<file path="config.mk">
export PLATFORM = sky130hd
export DESIGN_NAME = output_latch_pulse_timer
export DESIGN_NICKNAME = d
export VERILOG_FILES = /design/src/hw/rtl/olpt_pkg.sv /design/src/hw/rtl/output_latch_pulse_timer.sv /design/src/hw/rtl/olpt_lane.sv
export SDC_FILE = /design/constraint.sdc
export NUM_CORES = 2
export LEC_CHECK = 0
export BUFFER_PORTS_ARGS = -buffer_cell sky130_fd_sc_hd__buf_2
export CAP_MARGIN = 20
export CORE_AREA = 2 2 279 281
export CTS_CLUSTER_SIZE = 14
export DETAILED_ROUTE_END_ITERATION = 10
export DIE_AREA = 0 0 281 283
export PLACE_DENSITY = 0.66
export SLEW_MARGIN = 0
export SYNTH_ARGS = -nofsm -noshare
export SYNTH_HDL_FRONTEND = slang
export SYNTH_SLANG_ARGS = --single-unit
export TNS_END_PERCENT = 100
</file>
<file path="constraint.sdc">
create_clock -name clk_i -period 6.3 [get_ports clk_i]
set_input_delay 1.26 -clock clk_i [delete_from_list [all_inputs] [get_ports clk_i]]
set_output_delay 1.26 -clock clk_i [all_outputs]
set_load 0.1 [all_outputs]
</file>
<file path="src/hw/rtl/olpt_pkg.sv">
// Package for the output latch pulse timer: request codes, sizes and the
// control structures passed between the top level and the channel lanes.
// No dependencies.
package olpt_pkg;

  // Number of output channels and the width of each channel's tick counter.
  localparam int CHANNELS  = 16;
  localparam int TICK_BITS = 16;

  // The output word is fixed at sixteen bits, so at most sixteen lanes exist.
  localparam int WORD_W = 16;
  localparam int LANES  = (CHANNELS < WORD_W) ? CHANNELS : WORD_W;
  localparam int CH_W   = 4;
  localparam int DUR_W  = 16;
  // Compare width wide enough for both the counter and the duration.
  localparam int CMP_W  = (TICK_BITS > DUR_W) ? TICK_BITS : DUR_W;

  typedef enum logic [1:0] {
    REQ_SET   = 2'd0,
    REQ_WORD  = 2'd1,
    REQ_PULSE = 2'd2,
    REQ_TICK  = 2'd3
  } olpt_req_e;

  // Command from the top level to one lane for the word being retired.
  typedef struct packed {
    logic              start_pulse;
    logic              tick;
    logic              level;
    logic [DUR_W-1:0]  duration;
    logic              cur_bit;
  } olpt_lane_cmd_t;

  // Response of one lane.
  typedef struct packed {
    logic drive_en;
    logic drive_val;
    logic active_q;
    logic active_d;
  } olpt_lane_rsp_t;

endpackage

</file>
<file path="src/hw/rtl/output_latch_pulse_timer.sv">
// Top level of the sixteen-channel output latch with timed pulses.
// Depends on olpt_pkg and olpt_lane.
//
//  channel  | direction | tuser          | tdata (lowest bit up)
//  ---------+-----------+----------------+------------------------------------
//  s_axis   | in        | req_type [1:0] | channel, level, duration_ms,
//           |           |                | word_value, zero pad to 40 bits
//  m_axis   | out       | none           | output_word, pulse_mask
//
// Every word passes through the input register and then the result
// register, and one word is accepted per cycle while m_axis_tready is high.
// The rate is set by the single pass through the lane logic, where all
// channels update in parallel on a tick.
// Reset clears the output word, every lane and both valid flags at once.
// When the result register is held by a low m_axis_tready, the input
// register keeps its word and s_axis_tready drops only once both are full.
module output_latch_pulse_timer (
  input  logic        clk_i,
  input  logic        rst_ni,
  input  logic        s_axis_tvalid,
  output logic        s_axis_tready,
  input  logic [39:0] s_axis_tdata,   // channel, level, duration_ms, word_value, pad
  input  logic [1:0]  s_axis_tuser,   // req_type
  output logic        m_axis_tvalid,
  input  logic        m_axis_tready,
  output logic [31:0] m_axis_tdata    // output_word, pulse_mask
);
  import olpt_pkg::*;

  // Input register holding the word being worked on.
  logic             in_valid_q, in_valid_d;
  olpt_req_e        in_req_q;
  logic [CH_W-1:0]  in_ch_q;
  logic             in_lvl_q;
  logic [DUR_W-1:0] in_dur_q;
  logic [WORD_W-1:0] in_word_q;

  // Result register and the latched output word.
  logic              out_valid_q, out_valid_d;
  logic [WORD_W-1:0] out_word_q;
  logic [WORD_W-1:0] out_mask_q;
  logic [WORD_W-1:0] out_bits_q, out_bits_d;
  logic [WORD_W-1:0] base_bits;
  logic [WORD_W-1:0] mask_d;
  logic [WORD_W-1:0] mask_now;

  logic s_fire;
  logic advance;
  logic ch_ok;

  olpt_lane_cmd_t lane_cmd [LANES];
  olpt_lane_rsp_t lane_rsp [LANES];

  // The working word retires when the result register is free or draining.
  assign advance       = in_valid_q && (!out_valid_q || m_axis_tready);
  assign s_axis_tready = !in_valid_q || advance;
  assign s_fire        = s_axis_tvalid && s_axis_tready;
  assign in_valid_d    = s_fire ? 1'b1 : (advance ? 1'b0 : in_valid_q);
  assign out_valid_d   = advance ? 1'b1 : (m_axis_tready ? 1'b0 : out_valid_q);

  // Requests that name a channel without a lane are ignored.
  assign ch_ok = ({1'b0, in_ch_q} < (CH_W + 1)'(LANES));

  // Effect of set and whole-word writes before any lane overrides its bit.
  always_comb begin
    base_bits = out_bits_q;
    case (in_req_q)
      REQ_SET: begin
        if (ch_ok) begin
          base_bits[in_ch_q] = in_lvl_q;
        end
      end
      REQ_WORD: begin
        base_bits = in_word_q;
      end
      default: begin
        base_bits = out_bits_q;
      end
    endcase
  end

  for (genvar i = 0; i < LANES; i++) begin : g_lane
    assign lane_cmd[i].start_pulse = advance && (in_req_q == REQ_PULSE) && ch_ok &&
                                     (in_ch_q == CH_W'(i));
    assign lane_cmd[i].tick        = advance && (in_req_q == REQ_TICK);
    assign lane_cmd[i].level       = in_lvl_q;
    assign lane_cmd[i].duration    = in_dur_q;
    assign lane_cmd[i].cur_bit     = out_bits_q[i];

    olpt_lane u_lane (
      .clk_i  (clk_i),
      .rst_ni (rst_ni),
      .cmd_i  (lane_cmd[i]),
      .rsp_o  (lane_rsp[i])
    );
  end

  // A lane that drives its bit (pulse start, tick refresh or restore)
  // takes priority over the plain request effect.
  always_comb begin
    out_bits_d = base_bits;
    mask_d     = '0;
    mask_now   = '0;
    for (int c = 0; c < LANES; c++) begin
      if (lane_rsp[c].drive_en) begin
        out_bits_d[c] = lane_rsp[c].drive_val;
      end
      mask_d[c]   = lane_rsp[c].active_d;
      mask_now[c] = lane_rsp[c].active_q;
    end
  end

  always_ff @(posedge clk_i or negedge rst_ni) begin
    if (!rst_ni) begin
      in_valid_q  <= 1'b0;
      out_valid_q <= 1'b0;
      out_bits_q  <= '0;
    end else begin
      in_valid_q  <= in_valid_d;
      out_valid_q <= out_valid_d;
      if (advance) begin
        out_bits_q <= out_bits_d;
      end
    end
  end

  // Payload registers carry no reset.
  always_ff @(posedge clk_i) begin
    if (s_fire) begin
      in_req_q  <= olpt_req_e'(s_axis_tuser);
      in_ch_q   <= s_axis_tdata[3:0];
      in_lvl_q  <= s_axis_tdata[4];
      in_dur_q  <= s_axis_tdata[20:5];
      in_word_q <= s_axis_tdata[36:21];
    end
    if (advance) begin
      out_word_q <= out_bits_d;
      out_mask_q <= mask_d;
    end
  end

  assign m_axis_tvalid = out_valid_q;
  assign m_axis_tdata  = {out_mask_q, out_word_q};

`ifndef ASSERT_OFF
  // The input side stalls only when both registers are full and blocked.
  assert property (@(posedge clk_i) disable iff (!rst_ni)
    !s_axis_tready |-> (in_valid_q && out_valid_q && !m_axis_tready))
    else $error("input stalled without a full pipeline");

  // A retired word always lands in the result register.
  assert property (@(posedge clk_i) disable iff (!rst_ni)
    advance |=> m_axis_tvalid)
    else $error("retired word did not reach the result register");

  // A word that cannot retire stays in the input register unchanged.
  assert property (@(posedge clk_i) disable iff (!rst_ni)
    (in_valid_q && !advance) |=> (in_valid_q && $stable(in_dur_q) && $stable(in_ch_q)))
    else $error("working word lost while stalled");

  // The reported pulse mask always matches the lanes' live state.
  assert property (@(posedge clk_i) disable iff (!rst_ni)
    out_valid_q |-> (out_mask_q == mask_now))
    else $error("pulse mask out of step with the lanes");

  // The output word in the result register is the latched word.
  assert property (@(posedge clk_i) disable iff (!rst_ni)
    out_valid_q |-> (out_word_q == out_bits_q))
    else $error("reported output word differs from the latch");
`endif

endmodule

</file>
<file path="src/hw/rtl/olpt_lane.sv">
// One pulse channel: holds the pulse level, restore level, length and tick
// counter, and decides what the channel's output bit becomes.
// Depends on olpt_pkg.
module olpt_lane (
  input  logic                    clk_i,
  input  logic                    rst_ni,
  input  olpt_pkg::olpt_lane_cmd_t cmd_i,
  output olpt_pkg::olpt_lane_rsp_t rsp_o
);
  import olpt_pkg::*;

  logic [DUR_W-1:0]     len_q, len_d;
  logic [TICK_BITS-1:0] elapsed_q, elapsed_d, elapsed_inc;
  logic                 plvl_q, plvl_d;
  logic                 rlvl_q, rlvl_d;
  logic                 armed_q, armed_d;
  logic                 active;

  assign active      = (len_q != '0);
  // The counter stops at its maximum, so a pulse of the maximum duration never ends.
  assign elapsed_inc = (elapsed_q == '1) ? elapsed_q : elapsed_q + TICK_BITS'(1);

  always_comb begin
    len_d           = len_q;
    elapsed_d       = elapsed_q;
    plvl_d          = plvl_q;
    rlvl_d          = rlvl_q;
    armed_d         = armed_q;
    rsp_o.drive_en  = 1'b0;
    rsp_o.drive_val = 1'b0;
    if (cmd_i.start_pulse) begin
      rlvl_d          = cmd_i.cur_bit;
      plvl_d          = cmd_i.level;
      len_d           = cmd_i.duration;
      armed_d         = 1'b0;
      elapsed_d       = '0;
      rsp_o.drive_en  = 1'b1;
      rsp_o.drive_val = cmd_i.level;
    end else if (cmd_i.tick && active) begin
      rsp_o.drive_en  = 1'b1;
      rsp_o.drive_val = plvl_q;
      if (!armed_q) begin
        armed_d   = 1'b1;
        elapsed_d = '0;
      end else if (CMP_W'(elapsed_inc) > CMP_W'(len_q)) begin
        rsp_o.drive_val = rlvl_q;
        len_d           = '0;
        elapsed_d       = '0;
        plvl_d          = 1'b0;
        rlvl_d          = 1'b0;
        armed_d         = 1'b0;
      end else begin
        elapsed_d = elapsed_inc;
      end
    end
    rsp_o.active_q = active;
    rsp_o.active_d = (len_d != '0);
  end

  always_ff @(posedge clk_i or negedge rst_ni) begin
    if (!rst_ni) begin
      len_q     <= '0;
      elapsed_q <= '0;
      plvl_q    <= 1'b0;
      rlvl_q    <= 1'b0;
      armed_q   <= 1'b0;
    end else begin
      len_q     <= len_d;
      elapsed_q <= elapsed_d;
      plvl_q    <= plvl_d;
      rlvl_q    <= rlvl_d;
      armed_q   <= armed_d;
    end
  end

endmodule
</file>
==> metrics.txt <==
outcome finished, final reports clean; Chip Width 281 um; CTS resizes 0; post-synthesis area per instance 9.49 um2; # diodes 0; Critical Path Fanout Max 14; XOR/XNOR Fraction of Synth Area 3.73%; met2 usage 39.0%; footprint of the multi-input gates 19,600 um2; initial antenna violation count 0; Worst path max stage delay approximately 0.84 ns; Yosys warning count 0; Register Area roughly 17,000 um2; setup_tns 0 ns; kind of critical path reg -> reg; register area share after synthesis about 44%; critical path cell sequence nand4_1 -> nor3_1 -> nand4_1 -> nand2b_1 -> nor2_1 -> xor2_1 -> ha_1 -> nand4_1 -> a2111o_1 -> a31oi_1 -> nor2b_1 -> o31ai_1 -> or3_1; Top FF cell, synth dfrtp_1; adder-cell share of the synthesized area slightly below 9%; Max Fclk 197 MHz; Synth Instances 4,004; Mapped Nets 4,322; largest net degree at the start of global routing 160; total number of vias 30,800; met1 usage 37.9%; worst r2r path cells 13; Critical Path RT 6.64 ns; CTS root buf clkbuf_16; unrepaired setup endpoints after global routing false; vias in the first global route between 20,000 and 30,000; DP Wirelength 67,000 um; Die Height 283 um; Clock Path Buffers 3; global routing's busiest layer met2; crit path launch g_lane[2].u_lane.elapsed_q[7]; Final Routed Wirelength 103,000 um; Hold Violations, Final 0; Slowest cell on crit path nor2b_1; total power roughly 14 mW; VDD IR max 218 uV; M3 GR Usage 4.44%; num rows 102; clock sink total 649; GPL Wtd Cong 0.853; Final Util 54.9%; unique cell type count in the Yosys netlist 80; number of max-cap violations 0; # H-tree levels 3; worst skew pair latency 0.62 ns; post-synthesis simple-gate area fraction 17.5%; Initial Util 49.6%; Global Route Usage Sum 25.8%; ANT nets after route 0; Power Dens Cells 335 nW/um2; share of cells above drive strength 1 between 8 and 9%; R2R setup slack 1.22 ns; Post-Synthesis Cell Area 38,000 um2; nets 4,346; Core Area roughly 77,000 um2; first-pass GRT wire length between 150,000 and 200,000 um; drt pass-1 iters 6; Tmin final between 5 and 6 ns; Worst-Margin Slew 1.13 ns; postcts setup bufs 0; Num CTS Buffers 76; Routed WL per cell about 20 um; Vias/cell 6.01; TritonCTS clock tree built; CTS clk-pin slew, worst paths 0.06 ns; most common cell after layout, fill and taps aside dfrtp_1; Critical Path AT 5.42 ns; main combinational cell family by area after synthesis compound AO/OA/AOI/OAI gates; starting DRC count in detailed routing 2,452; worst hold path type reg -> reg; Max transition margin 24.4%; Final Max Slew Viols 0; r2r startpoint g_lane[2].u_lane.elapsed_q[7]; CTS Hold Bufs 0; Synth async-reset ratio about nine tenths; Most common cell on crit path nand4_1; P_leak roughly 19 nW; mux share of post-synthesis cell area 1.64%; residual DRC count 0; commonest non-fill, non-tap cells in the layout dfrtp_1, nand2_1, a22o_1; P&R area growth vs syn 10.8%; total gr overflow 0; worst r2r dst out_mask_q[2]; Post-synth EDFFs 71; setup violators final 0; Worst Hold Slack between 0.4 and 0.5 ns; Compound-Gate Fraction of Synth Area 19.6%; die area between 70,000 and 80,000 um2; fillers 6,800; CP Capture Type register; Ports 80; synthesized flop and latch total 649; crit path to out_mask_q[2]; Layout Skew 0.0174 ns; crit start category register; number of port buffers 76; period utilization 80.7%
sequential cells by signal, summed over array words and instances, names as in the netlist, 2 cells and up:
register                 cells
g_lane.u_lane.len_q        256
g_lane.u_lane.rlvl_q        16
out_bits_q                  16
in_req_q                     2
g_lane.u_lane.elapsed_q    256
out_mask_q                  16
in_dur_q                    16
out_word_q                  16
g_lane.u_lane.plvl_q        16
in_word_q                   16
in_ch_q                      4
g_lane.u_lane.armed_q       16
worst max-delay path, delay by kind of cell (launching register included):
kind,cells,cell delay (ns)
compound gates,3,0.90
fa+ha+maj,1,0.31
simple gates,8,2.98
flops,1,0.44
xor+xnor,1,0.16
layer usage:
| metal | wire length (um) | vias to the layer above |
|---|---|---|
| li1 | - | 14800 |
| met1 | 47300 | 15000 |
| met2 | 45300 | 896 |
| met3 | 7110 | 196 |
| met4 | 3090 | 0 |
| met5 | 0 | - |
final cells by class:
type	instances	area share, %
multi-input combinational	2874	46.5
sequential	649	39.4
clock buffer	102	5.07
tap	1040	3.09
inverter	281	2.50
timing repair buffer	146	2.28
clock inverter	37	1.18
logic make-up after synthesis:
group           Yosys count
flops                   649
xor+xnor                162
simple gates           1321
fa+ha+maj               272
compound gates         1061
buf+inv                 481
mux                      58
Yosys cell counts, types with 29 or more instances:
| cell | count | share of area (%) |
|---|---|---|
| o21a_1 | 39 | 0.77 |
| a21o_1 | 29 | 0.57 |
| nand2_1 | 435 | 4.3 |
| xor2_1 | 56 | 1.3 |
| a21oi_1 | 216 | 2.8 |
| nor4_1 | 75 | 1.2 |
| and2_1 | 33 | 0.54 |
| mux2_2 | 33 | 0.98 |
| edfxtp_1 | 71 | 5.6 |
| dfrtp_1 | 578 | 38 |
| nor3_1 | 29 | 0.38 |
| nand3_1 | 143 | 1.9 |
| and4_1 | 32 | 0.74 |
| o21ai_0 | 135 | 1.8 |
| buf_2 | 46 | 0.61 |
| nor2b_1 | 39 | 0.64 |
| and3_1 | 56 | 0.92 |
| nand2b_1 | 35 | 0.58 |
| xnor2_1 | 106 | 2.4 |
| ha_1 | 272 | 9.0 |
| a22o_1 | 309 | 7.1 |
| o31ai_1 | 78 | 1.5 |
| inv_1 | 281 | 2.8 |
| nor2_1 | 231 | 2.3 |
| clkbuf_1 | 135 | 1.3 |
| nand4_1 | 113 | 1.9 |
| a31oi_1 | 125 | 2.1 |
how the worst min path moves through the flow:
stage / start / end / cells past startpoint
final: g_lane[7].u_lane.plvl_q / g_lane[7].u_lane.plvl_q / 1
after global routing: g_lane[7].u_lane.plvl_q / g_lane[7].u_lane.plvl_q / 1
after CTS: g_lane[5].u_lane.plvl_q / g_lane[5].u_lane.plvl_q / 1
after detailed placement: g_lane[7].u_lane.plvl_q / g_lane[7].u_lane.plvl_q / 1
after global placement: g_lane[5].u_lane.plvl_q / g_lane[5].u_lane.plvl_q / 1
after floorplan: g_lane[5].u_lane.plvl_q / g_lane[5].u_lane.plvl_q / 1
where the power goes:
group	total [mW]	internal, mW	switching [mW]
sequential	5.61	4.98	0.622
clock	4.68	2.87	1.81
combinational	3.81	1.54	2.27
per-stage QoR:
step / area (um2) / std cells / worst slack (ns)
2_1_floorplan: 38000 / 4004 / 2.32
3_3_place_gp: 39500 / 4989 / 1.29
3_5_place_dp: 39500 / 4989 / 1.27
4_1_cts: 42100 / 5128 / 1.19
5_1_grt: 42100 / 5129 / 0.684
6_report: 42100 / 5129 / 1.22
Power figures use the tool's default switching activity.
